<file path="config.mk">
export PLATFORM = sky130hd
export DESIGN_NAME = grid_neighbor_index_generator
export DESIGN_NICKNAME = d
export VERILOG_FILES = /design/src/hw/rtl/gnig_pkg.sv /design/src/hw/rtl/grid_neighbor_index_generator.sv /design/src/hw/rtl/gnig_derive.sv /design/src/hw/rtl/gnig_front.sv /design/src/hw/rtl/gnig_back.sv
export SDC_FILE = /design/constraint.sdc
export NUM_CORES = 2
export LEC_CHECK = 0
export BUFFER_PORTS_ARGS = -buffer_cell sky130_fd_sc_hd__buf_2
export CAP_MARGIN = 20
export CORE_MARGIN = 2
export CORE_UTILIZATION = 49
export CTS_BUF_LIST = sky130_fd_sc_hd__clkbuf_4
export DETAILED_ROUTE_END_ITERATION = 6
export GPL_TIMING_DRIVEN = 1
export PLACE_DENSITY = 0.66
export SLEW_MARGIN = 30
export SYNTH_ARGS = -nofsm -noshare
export SYNTH_HDL_FRONTEND = slang
export SYNTH_SLANG_ARGS = --single-unit
</file>
<file path="constraint.sdc">
create_clock -name clk -period 9.7 [get_ports clk]
set_clock_uncertainty 0.1 [all_clocks]
set_input_delay 0.97 -clock clk [delete_from_list [all_inputs] [get_ports clk]]
set_output_delay 0.97 -clock clk [all_outputs]
set_load 0.01 [all_outputs]
</file>
<file path="src/hw/rtl/gnig_pkg.sv">
// gnig_pkg: shared constants, register codes and control types for the
// grid neighbor index generator. No dependencies.
package gnig_pkg;

  // defaults for the top-level parameters
  localparam int DEF_MAX_DIMS   = 4;
  localparam int DEF_CELL_BITS  = 24;
  localparam int DEF_COORD_BITS = 12;

  // fixed by the register and field layout
  localparam int NUM_OUT_DIMS = 4;
  localparam int CFG_IDX_W    = 3;
  localparam int CFG_DATA_W   = 13;
  localparam int DIMS_W       = 3;
  localparam int SIZE_W       = 13;
  localparam int PMASK_W      = 4;
  localparam int IN_TDATA_W   = 8;

  // depth of the queue between front and back
  localparam int QUEUE_DEPTH = 2;

  // register indexes
  localparam logic [CFG_IDX_W-1:0] CFG_DIMS     = 3'd0;
  localparam logic [CFG_IDX_W-1:0] CFG_SIZE0    = 3'd1;
  localparam logic [CFG_IDX_W-1:0] CFG_SIZE1    = 3'd2;
  localparam logic [CFG_IDX_W-1:0] CFG_SIZE2    = 3'd3;
  localparam logic [CFG_IDX_W-1:0] CFG_SIZE3    = 3'd4;
  localparam logic [CFG_IDX_W-1:0] CFG_PERIODIC = 3'd5;

  // control from the configuration block to front and back
  typedef struct packed {
    logic busy;          // geometry being derived, hold off new items
    logic walk_restart;  // register written, walk goes back to cell 0
  } gnig_ctl_t;

endpackage

</file>
<file path="src/hw/rtl/grid_neighbor_index_generator.sv">
// grid_neighbor_index_generator: top level of the stencil neighbor index walker.
// Uses gnig_pkg and instantiates gnig_derive, gnig_front and gnig_back.
//
// Each accepted input item produces one result item: the linear number of the
// current cell of a row-major grid (last dimension fastest) and, for each of
// four dimensions, its lower and upper neighbor numbers, -1 where there is none
// (free edge or unused dimension) or wrapped to the far edge where the
// dimension is periodic; tlast marks the final cell, after which the walk
// returns to cell 0, and an item with restart set starts over at cell 0 first.
// Items stream at one per cycle: the front takes an item into a two-entry
// queue whenever the queue has room and no derivation is under way, and the
// back, while the output is taken, produces one result per cycle into an
// output register, so stalls on either side stay local. After reset and after
// every write to one of the six registers the strides and wrap widths are
// recomputed one dimension per cycle on a shared multiplier pair, which keeps
// in_tready low from the write until the last dimension is done; such a write
// also moves the walk back to cell 0, while a write to an index past the
// register list changes nothing and does not stall the input.
module grid_neighbor_index_generator import gnig_pkg::*; #(
  parameter int MAX_DIMS     = DEF_MAX_DIMS,
  parameter int CELL_BITS    = DEF_CELL_BITS,
  parameter int COORD_BITS   = DEF_COORD_BITS,
  localparam int OUT_TDATA_W =
    ((CELL_BITS + 2 * NUM_OUT_DIMS * (CELL_BITS + 1) + 7) / 8) * 8
) (
  input  logic                   clk,
  input  logic                   rst_n,
  // configuration write port
  input  logic                   cfg_we,
  input  logic [CFG_IDX_W-1:0]   cfg_index,
  input  logic [CFG_DATA_W-1:0]  cfg_wdata,
  // input stream
  input  logic                   in_tvalid,
  output logic                   in_tready,
  input  logic [IN_TDATA_W-1:0]  in_tdata,   // restart, then zero padding
  // result stream
  output logic                   out_tvalid,
  input  logic                   out_tready,
  // cell_res, lower0, upper0, lower1, upper1, lower2, upper2, lower3, upper3
  output logic [OUT_TDATA_W-1:0] out_tdata,
  output logic                   out_tlast   // last_cell
);

  localparam int SZ_W  = COORD_BITS + 1;
  localparam int DIM_W = $clog2(MAX_DIMS + 1);

  gnig_ctl_t            ctl;
  logic [DIM_W-1:0]     eff_dims;
  logic [SZ_W-1:0]      eff_size [MAX_DIMS];
  logic [PMASK_W-1:0]   pmask;
  logic [CELL_BITS-1:0] stride   [MAX_DIMS];
  logic [CELL_BITS-1:0] wrap     [MAX_DIMS];
  logic                 q_valid;
  logic                 q_restart;
  logic                 q_pop;

  // registers and geometry derivation
  gnig_derive #(
    .MAX_DIMS   (MAX_DIMS),
    .CELL_BITS  (CELL_BITS),
    .COORD_BITS (COORD_BITS)
  ) u_derive (
    .clk       (clk),
    .rst_n     (rst_n),
    .cfg_we    (cfg_we),
    .cfg_index (cfg_index),
    .cfg_wdata (cfg_wdata),
    .ctl       (ctl),
    .eff_dims  (eff_dims),
    .eff_size  (eff_size),
    .pmask     (pmask),
    .stride    (stride),
    .wrap      (wrap)
  );

  // input side: accept items into the queue
  gnig_front u_front (
    .clk       (clk),
    .rst_n     (rst_n),
    .ctl       (ctl),
    .in_tvalid (in_tvalid),
    .in_tready (in_tready),
    .in_tdata  (in_tdata),
    .q_valid   (q_valid),
    .q_restart (q_restart),
    .q_pop     (q_pop)
  );

  // output side: walk the grid and form neighbor indices
  gnig_back #(
    .MAX_DIMS   (MAX_DIMS),
    .CELL_BITS  (CELL_BITS),
    .COORD_BITS (COORD_BITS)
  ) u_back (
    .clk        (clk),
    .rst_n      (rst_n),
    .ctl        (ctl),
    .eff_dims   (eff_dims),
    .eff_size   (eff_size),
    .pmask      (pmask),
    .stride     (stride),
    .wrap       (wrap),
    .q_valid    (q_valid),
    .q_restart  (q_restart),
    .q_pop      (q_pop),
    .out_tvalid (out_tvalid),
    .out_tready (out_tready),
    .out_tdata  (out_tdata),
    .out_tlast  (out_tlast)
  );

endmodule

</file>
<file path="src/hw/rtl/gnig_derive.sv">
// gnig_derive: configuration registers and the sequencer that derives
// strides and wrap widths, one dimension per cycle. Uses gnig_pkg.
module gnig_derive import gnig_pkg::*; #(
  parameter int MAX_DIMS   = DEF_MAX_DIMS,
  parameter int CELL_BITS  = DEF_CELL_BITS,
  parameter int COORD_BITS = DEF_COORD_BITS,
  localparam int SZ_W      = COORD_BITS + 1,
  localparam int DIM_W     = $clog2(MAX_DIMS + 1)
) (
  input  logic                  clk,
  input  logic                  rst_n,
  input  logic                  cfg_we,
  input  logic [CFG_IDX_W-1:0]  cfg_index,
  input  logic [CFG_DATA_W-1:0] cfg_wdata,
  output gnig_ctl_t             ctl,
  output logic [DIM_W-1:0]      eff_dims,
  output logic [SZ_W-1:0]       eff_size [MAX_DIMS],
  output logic [PMASK_W-1:0]    pmask,
  output logic [CELL_BITS-1:0]  stride   [MAX_DIMS],
  output logic [CELL_BITS-1:0]  wrap     [MAX_DIMS]
);

  localparam int STEP_W = (MAX_DIMS > 1) ? $clog2(MAX_DIMS) : 1;
  localparam int CMP_W  = (SIZE_W > SZ_W) ? SIZE_W : SZ_W;
  localparam int PROD_W = CELL_BITS + SZ_W;
  localparam logic [CMP_W-1:0] SIZE_LIM = CMP_W'(1) << COORD_BITS;

  logic [DIMS_W-1:0]    dims_r;
  logic [SIZE_W-1:0]    size_r [NUM_OUT_DIMS];
  logic [PMASK_W-1:0]   pmask_r;
  logic                 busy_r;
  logic [STEP_W-1:0]    step_r;
  logic [CELL_BITS-1:0] run_r;
  logic [CELL_BITS-1:0] run_nxt;
  logic [CELL_BITS-1:0] stride_r [MAX_DIMS];
  logic [CELL_BITS-1:0] wrap_r   [MAX_DIMS];
  logic [CELL_BITS-1:0] stride_nxt;
  logic [CELL_BITS-1:0] wrap_nxt;
  logic [SZ_W-1:0]      sel_size;
  logic [PROD_W-1:0]    prod_run;
  logic [PROD_W-1:0]    prod_wrap;
  logic                 step_used;
  logic                 cfg_hit;

  assign cfg_hit = cfg_we && (cfg_index <= CFG_PERIODIC);

  // clamp sizes and dimension count
  always_comb begin
    logic [CMP_W-1:0] s;
    for (int j = 0; j < MAX_DIMS; j++) begin
      s = CMP_W'(size_r[j]);
      if (s == '0) begin
        eff_size[j] = SZ_W'(1);
      end else if (s > SIZE_LIM) begin
        eff_size[j] = SZ_W'(SIZE_LIM);
      end else begin
        eff_size[j] = SZ_W'(s);
      end
    end
  end

  always_comb begin
    if (dims_r == '0) begin
      eff_dims = DIM_W'(1);
    end else if (int'(dims_r) > MAX_DIMS) begin
      eff_dims = DIM_W'(MAX_DIMS);
    end else begin
      eff_dims = DIM_W'(dims_r);
    end
  end

  // one dimension per step, fastest first
  assign sel_size   = eff_size[step_r];
  assign step_used  = DIM_W'(step_r) < eff_dims;
  assign prod_run   = PROD_W'(run_r) * PROD_W'(sel_size);
  assign prod_wrap  = PROD_W'(run_r) * PROD_W'(sel_size - SZ_W'(1));
  assign run_nxt    = step_used ? prod_run[CELL_BITS-1:0] : run_r;
  assign stride_nxt = step_used ? run_r : '0;
  assign wrap_nxt   = step_used ? prod_wrap[CELL_BITS-1:0] : '0;

  always_ff @(posedge clk) begin
    if (!rst_n) begin
      dims_r  <= DIMS_W'(1);
      for (int j = 0; j < NUM_OUT_DIMS; j++) begin
        size_r[j] <= SIZE_W'(1);
      end
      pmask_r <= '0;
      busy_r  <= 1'b1;
      step_r  <= STEP_W'(MAX_DIMS - 1);
      run_r   <= CELL_BITS'(1);
    end else if (cfg_hit) begin
      unique case (cfg_index)
        CFG_DIMS:     dims_r    <= cfg_wdata[DIMS_W-1:0];
        CFG_SIZE0:    size_r[0] <= cfg_wdata[SIZE_W-1:0];
        CFG_SIZE1:    size_r[1] <= cfg_wdata[SIZE_W-1:0];
        CFG_SIZE2:    size_r[2] <= cfg_wdata[SIZE_W-1:0];
        CFG_SIZE3:    size_r[3] <= cfg_wdata[SIZE_W-1:0];
        CFG_PERIODIC: pmask_r   <= cfg_wdata[PMASK_W-1:0];
        default: ;
      endcase
      busy_r <= 1'b1;
      step_r <= STEP_W'(MAX_DIMS - 1);
      run_r  <= CELL_BITS'(1);
    end else if (busy_r) begin
      run_r <= run_nxt;
      if (step_r == '0) begin
        busy_r <= 1'b0;
      end else begin
        step_r <= step_r - STEP_W'(1);
      end
    end
  end

  always_ff @(posedge clk) begin
    if (busy_r && !cfg_hit) begin
      stride_r[step_r] <= stride_nxt;
      wrap_r[step_r]   <= wrap_nxt;
    end
  end

  assign ctl.busy         = busy_r | cfg_hit;
  assign ctl.walk_restart = cfg_hit;
  assign pmask            = pmask_r;
  assign stride           = stride_r;
  assign wrap             = wrap_r;

endmodule

</file>
<file path="src/hw/rtl/gnig_front.sv">
// gnig_front: input handshake, restart flag extraction and the short queue
// that decouples the input from the walk. Uses gnig_pkg.
module gnig_front import gnig_pkg::*; (
  input  logic                  clk,
  input  logic                  rst_n,
  input  gnig_ctl_t             ctl,
  input  logic                  in_tvalid,
  output logic                  in_tready,
  input  logic [IN_TDATA_W-1:0] in_tdata,
  output logic                  q_valid,
  output logic                  q_restart,
  input  logic                  q_pop
);

  localparam int PTR_W = (QUEUE_DEPTH > 1) ? $clog2(QUEUE_DEPTH) : 1;
  localparam int CNT_W = $clog2(QUEUE_DEPTH + 1);

  logic             entry_r [QUEUE_DEPTH];
  logic [PTR_W-1:0] wr_ptr_r;
  logic [PTR_W-1:0] rd_ptr_r;
  logic [CNT_W-1:0] count_r;
  logic             push;

  assign in_tready = !ctl.busy && (count_r != CNT_W'(QUEUE_DEPTH));
  assign push      = in_tvalid && in_tready;
  assign q_valid   = (count_r != '0);
  assign q_restart = entry_r[rd_ptr_r];

  always_ff @(posedge clk) begin
    if (!rst_n) begin
      wr_ptr_r <= '0;
      rd_ptr_r <= '0;
      count_r  <= '0;
    end else begin
      if (push) begin
        wr_ptr_r <= (wr_ptr_r == PTR_W'(QUEUE_DEPTH - 1)) ? '0 : wr_ptr_r + PTR_W'(1);
      end
      if (q_pop) begin
        rd_ptr_r <= (rd_ptr_r == PTR_W'(QUEUE_DEPTH - 1)) ? '0 : rd_ptr_r + PTR_W'(1);
      end
      if (push && !q_pop) begin
        count_r <= count_r + CNT_W'(1);
      end else if (q_pop && !push) begin
        count_r <= count_r - CNT_W'(1);
      end
    end
  end

  always_ff @(posedge clk) begin
    if (push) begin
      entry_r[wr_ptr_r] <= in_tdata[0];
    end
  end

endmodule

</file>
<file path="src/hw/rtl/gnig_back.sv">
// gnig_back: grid walk state, neighbor arithmetic and the output register.
// Uses gnig_pkg; geometry comes from gnig_derive.
module gnig_back import gnig_pkg::*; #(
  parameter int MAX_DIMS    = DEF_MAX_DIMS,
  parameter int CELL_BITS   = DEF_CELL_BITS,
  parameter int COORD_BITS  = DEF_COORD_BITS,
  localparam int SZ_W       = COORD_BITS + 1,
  localparam int DIM_W      = $clog2(MAX_DIMS + 1),
  localparam int NB_W       = CELL_BITS + 1,
  localparam int OUT_TDATA_W = ((CELL_BITS + 2 * NUM_OUT_DIMS * NB_W + 7) / 8) * 8
) (
  input  logic                   clk,
  input  logic                   rst_n,
  input  gnig_ctl_t              ctl,
  input  logic [DIM_W-1:0]       eff_dims,
  input  logic [SZ_W-1:0]        eff_size [MAX_DIMS],
  input  logic [PMASK_W-1:0]     pmask,
  input  logic [CELL_BITS-1:0]   stride   [MAX_DIMS],
  input  logic [CELL_BITS-1:0]   wrap     [MAX_DIMS],
  input  logic                   q_valid,
  input  logic                   q_restart,
  output logic                   q_pop,
  output logic                   out_tvalid,
  input  logic                   out_tready,
  output logic [OUT_TDATA_W-1:0] out_tdata,
  output logic                   out_tlast
);

  logic [COORD_BITS-1:0]  coord_r  [MAX_DIMS];
  logic [COORD_BITS-1:0]  coord_nxt [MAX_DIMS];
  logic [COORD_BITS-1:0]  cur_coord [MAX_DIMS];
  logic [CELL_BITS-1:0]   cell_r;
  logic [CELL_BITS-1:0]   cell_nxt;
  logic [CELL_BITS-1:0]   cur_cell;
  logic [NB_W-1:0]        nb_lo [NUM_OUT_DIMS];
  logic [NB_W-1:0]        nb_hi [NUM_OUT_DIMS];
  logic [NUM_OUT_DIMS-1:0] at_hi;
  logic [NUM_OUT_DIMS-1:0] done;
  logic                   last;
  logic                   out_valid_r;
  logic [OUT_TDATA_W-1:0] data_r;
  logic [OUT_TDATA_W-1:0] data_nxt;
  logic                   last_r;

  assign q_pop    = q_valid && (!out_valid_r || out_tready);
  assign cur_cell = q_restart ? '0 : cell_r;

  for (genvar j = 0; j < NUM_OUT_DIMS; j++) begin : g_dim
    if (j < MAX_DIMS) begin : g_used
      logic used;
      logic per;
      logic at_lo;
      assign cur_coord[j] = q_restart ? '0 : coord_r[j];
      assign used  = eff_dims > DIM_W'(j);
      assign per   = pmask[j];
      assign at_lo = (cur_coord[j] == '0);
      assign at_hi[j] = (SZ_W'(cur_coord[j]) + SZ_W'(1)) >= eff_size[j];
      assign done[j]  = !used || at_hi[j];
      always_comb begin
        if (!used) begin
          nb_lo[j] = '1;
        end else if (!at_lo) begin
          nb_lo[j] = {1'b0, cur_cell - stride[j]};
        end else if (per) begin
          nb_lo[j] = {1'b0, cur_cell + wrap[j]};
        end else begin
          nb_lo[j] = '1;
        end
        if (!used) begin
          nb_hi[j] = '1;
        end else if (!at_hi[j]) begin
          nb_hi[j] = {1'b0, cur_cell + stride[j]};
        end else if (per) begin
          nb_hi[j] = {1'b0, cur_cell - wrap[j]};
        end else begin
          nb_hi[j] = '1;
        end
      end
    end else begin : g_absent
      assign at_hi[j] = 1'b1;
      assign done[j]  = 1'b1;
      assign nb_lo[j] = '1;
      assign nb_hi[j] = '1;
    end
  end

  assign last = &done;

  // odometer step, fastest used dimension first
  always_comb begin
    logic carry;
    carry = 1'b1;
    for (int j = MAX_DIMS - 1; j >= 0; j--) begin
      coord_nxt[j] = cur_coord[j];
      if (last) begin
        coord_nxt[j] = '0;
      end else if (carry && (eff_dims > DIM_W'(j))) begin
        if (at_hi[j]) begin
          coord_nxt[j] = '0;
        end else begin
          coord_nxt[j] = cur_coord[j] + COORD_BITS'(1);
          carry = 1'b0;
        end
      end
    end
    cell_nxt = last ? '0 : cur_cell + CELL_BITS'(1);
  end

  always_comb begin
    data_nxt = '0;
    data_nxt[CELL_BITS-1:0] = cur_cell;
    for (int j = 0; j < NUM_OUT_DIMS; j++) begin
      data_nxt[CELL_BITS + 2 * j * NB_W +: NB_W]       = nb_lo[j];
      data_nxt[CELL_BITS + (2 * j + 1) * NB_W +: NB_W] = nb_hi[j];
    end
  end

  always_ff @(posedge clk) begin
    if (!rst_n) begin
      for (int j = 0; j < MAX_DIMS; j++) begin
        coord_r[j] <= '0;
      end
      cell_r      <= '0;
      out_valid_r <= 1'b0;
    end else begin
      if (ctl.walk_restart) begin
        for (int j = 0; j < MAX_DIMS; j++) begin
          coord_r[j] <= '0;
        end
        cell_r <= '0;
      end else if (q_pop) begin
        coord_r <= coord_nxt;
        cell_r  <= cell_nxt;
      end
      if (q_pop) begin
        out_valid_r <= 1'b1;
      end else if (out_tready) begin
        out_valid_r <= 1'b0;
      end
    end
  end

  always_ff @(posedge clk) begin
    if (q_pop) begin
      data_r <= data_nxt;
      last_r <= last;
    end
  end

  assign out_tvalid = out_valid_r;
  assign out_tdata  = data_r;
  assign out_tlast  = last_r;

endmodule
</file>
==> metrics.cfg <==
[status]
status=finished with violations
violations=design-rule violations

[clocking]
clk_pin_slew_ns=0.08
htreeDepth=4
cts.sinks=583
clockBufferDepth=3
cts_root_buffer=clkbuf_4
cts_buffers=158
cts_tree=done
clk_latency_ns=1.11

[die]
core_area_mm2=0.115
die_x_um=345
start_util_pct=49.6
die_area_mm2=0.119
ios=256
die_h_um=345
num_rows=124

[critical_path]
cp-startpoint=u_derive.step_r[0]
r2r_slack_ns=0.29
critPathLaunchType=flop
required_ns=10.32
rr_worst_depth=28
crit_buf_inv=5
cp_slowest_cell=nor2_1
critical-path-max-stage-delay_ns=0.67
critical_path.endpoint=u_derive.wrap[92]
crit_type=flop to flop
crit_top_cell=fa_1
r2r_end=u_derive.wrap[92]
cp.arrival_ns=10.04
endpoint_kind=flop
crit_fanout=8
rr_startpoint=u_derive.step_r[0]
crit_cells=28
critPathTopFamily=adder cells

[sta]
worst_pin_slew_ns=1.10
hold_viol=0
fmax_mhz=106
slew_violations=0
finalCriticalPeriod_ns=9.41
maxSlewHeadroom_pct=26.5
period_share_pct=97.1
tns_ns=0
finalSetupViolations=0

[detailed_routing]
drt_iter0_markers=4407
avgRoutedWirePerCell_um=21.8
vias_per_cell=5.70
dr_total_vias=46700
antenna_left=0
drc_errors=2
totalWireLength_um=179000
drt-pass1-iter-count=7

[synth]
syn_area_mm2=0.0569
yosys_warnings=0
synthSimpleGateAreaFrac_pct=16.7
synthAdderAreaFrac_pct=26.0
syn_avg_cell_area_um2=9.07
ys_seq_elements=583
syn_inst=6274
synth_compound_area_share_pct=14.1
ys_async_sr_fraction_pct=0
ys_seq_area_share_pct=28.8
synth_top_family_by_area=adder cells
synth_xor_area_share_pct=6.68
synth_ff_type=edfxtp_1
synth.distinct_cells=90
muxShareOfSynthArea_pct=0.475
synth_enable_flop_cells=471

[global_routing]
groute.usage.overall_pct=30.0
gr-total-overflow=0
grt_pass1_vias=45500
grt_max_degree=90
grt_pass1_wl_um=269000
antenna_found_initial=14

[placement]
gp_congestion=0.964
portBuffers=248
hpwlAfterDp_um=136000
dpl_cell_area_mm2=0.0603
dp.cells=7918

[flow_run]
cap_viol_max_count=0

[final_layout]
layout.nets=7550
fin_cells=8207
drive_gt1_share_pct=10.9
stdcell_area_mm2=0.0624
synthToLayoutAreaGrowth_pct=9.78

[power_and_ir_drop]
power_mw=8.38
ir_drop_mv=0.132
powerDensity_mw_per_mm2=134
p_leak_nw=26.6

[min_path]
min_path_type=input port to flop

-- cells in the final DEF, fill, tap and decap left out, types with 146 or more instances in the layout --
master,n
and2_1,286
inv_1,797
o21ai_0,235
a21oi_1,360
nand2_1,561
ha_1,568
buf_4,146
edfxtp_1,471
fa_1,383
nor2_1,448
buf_2,248
clkbuf_4,217
xnor2_1,307
-- Yosys cell counts, types with 103 or more instances --
master	n	area, um2
and2_1	290	1810
nor2_1	456	1710
a22oi_1	103	773
xor2_1	112	981
edfxtp_1	471	14100
fa_1	383	7670
nand3_1	104	521
a21oi_1	364	1820
dfxtp_1	112	2240
nor3_1	117	586
clkbuf_1	249	935
ha_1	568	7110
nor2b_1	109	682
inv_1	797	2990
nand2_1	561	2110
xnor2_1	311	2720
o21ai_0	235	1180
-- power breakdown --
| part | leakage, nW | switching [mW] | internal [mW] |
|---|---|---|---|
| clock network | 1.19 | 1.09 | 1.17 |
| registers | 4.86 | 0.113 | 3.05 |
| logic | 20.5 | 1.89 | 1.06 |
-- kinds of logic after synthesis --
| kind of cell | after synthesis |
|---|---|
| simple gates | 1950 |
| compound gates | 1249 |
| buf+inv | 1087 |
| fa+ha+maj | 951 |
| flops | 583 |
| xor+xnor | 427 |
| mux | 25 |
| other cells | 2 |
-- metal layers --
metal / vias to the layer above / GRT usage (%) / share of wire [%]
li1: 21900 / - / -
met1: 22500 / 41.3 / 43
met2: 2037 / 47.5 / 45
met3: 344 / 4.61 / 8.6
met4: 10 / 12.0 / 4.2
met5: - / 0 / 0.040
-- registers in the layout, indices dropped and copies added (netlist names), named ones only --
| name | count |
|---|---|
| u_back.out_tdata | 224 |
| u_back.coord_r | 48 |
| u_back.out_tlast | 1 |
| u_derive.dims_r | 3 |
| u_derive.run_r | 24 |
| u_derive.size_r | 52 |
| u_front.entry_r | 2 |
| u_front.rd_ptr_r | 1 |
| u_front.wr_ptr_r | 1 |
| u_back.out_tvalid | 1 |
| u_back.cell_r | 24 |
| u_front.count_r | 2 |
| u_derive.step_r | 2 |
| u_derive.busy_r | 1 |
| u_derive.wrap | 96 |
| u_derive.pmask | 4 |
| u_derive.stride | 96 |
-- final cells by class --
cell class | instances | area (um2)
diodes | 10 | 25.0
repair buffers | 401 | 2450
fillers | 10500 | 52200
clock inverters | 58 | 395
clock buffers | 217 | 1630
multi-input cells | 4621 | 36600
flip-flops and latches | 583 | 16400
inverters | 805 | 3030
well taps | 1512 | 1890
-- per-stage QoR --
stage                     worst slack [ns]  hold slack [ns]  utilization [%]
after floorplan                      0.835            0.325                -
after global placement               0.205            0.336             52.5
after detailed placement             0.138            0.347             52.6
after CTS                           0.0642           0.0252             54.4
after global routing             -0.000357           0.0711             54.5
final                                0.285            0.122             54.5
-- timing repair --
| item | in CTS | in global routing |
|---|---|---|
| buffers inserted | 0 | 2 |
| gates resized for setup | 0 | 9 |
| hold endpoints to repair | 3 | 0 |
| endpoints found under the setup margin | 0 | 20 |
| hold buffers | 2 | 0 |
-- worst min-delay path by stage --
stage / endpoint / depth (start not counted) / slack [ns] / startpoint
2_1_floorplan: u_back.cell_r[23] / 2 / 0.32 / u_back.cell_r[23]
3_3_place_gp: u_back.cell_r[23] / 2 / 0.34 / u_back.cell_r[23]
3_5_place_dp: u_derive.run_r[12] / 2 / 0.35 / u_derive.run_r[12]
4_1_cts: u_front.entry_r[1] / 2 / 0.03 / in_tvalid
5_1_grt: u_front.entry_r[1] / 2 / 0.07 / in_tvalid
6_report: u_front.entry_r[1] / 2 / 0.12 / in_tvalid
(Power assumes the default switching activity.)
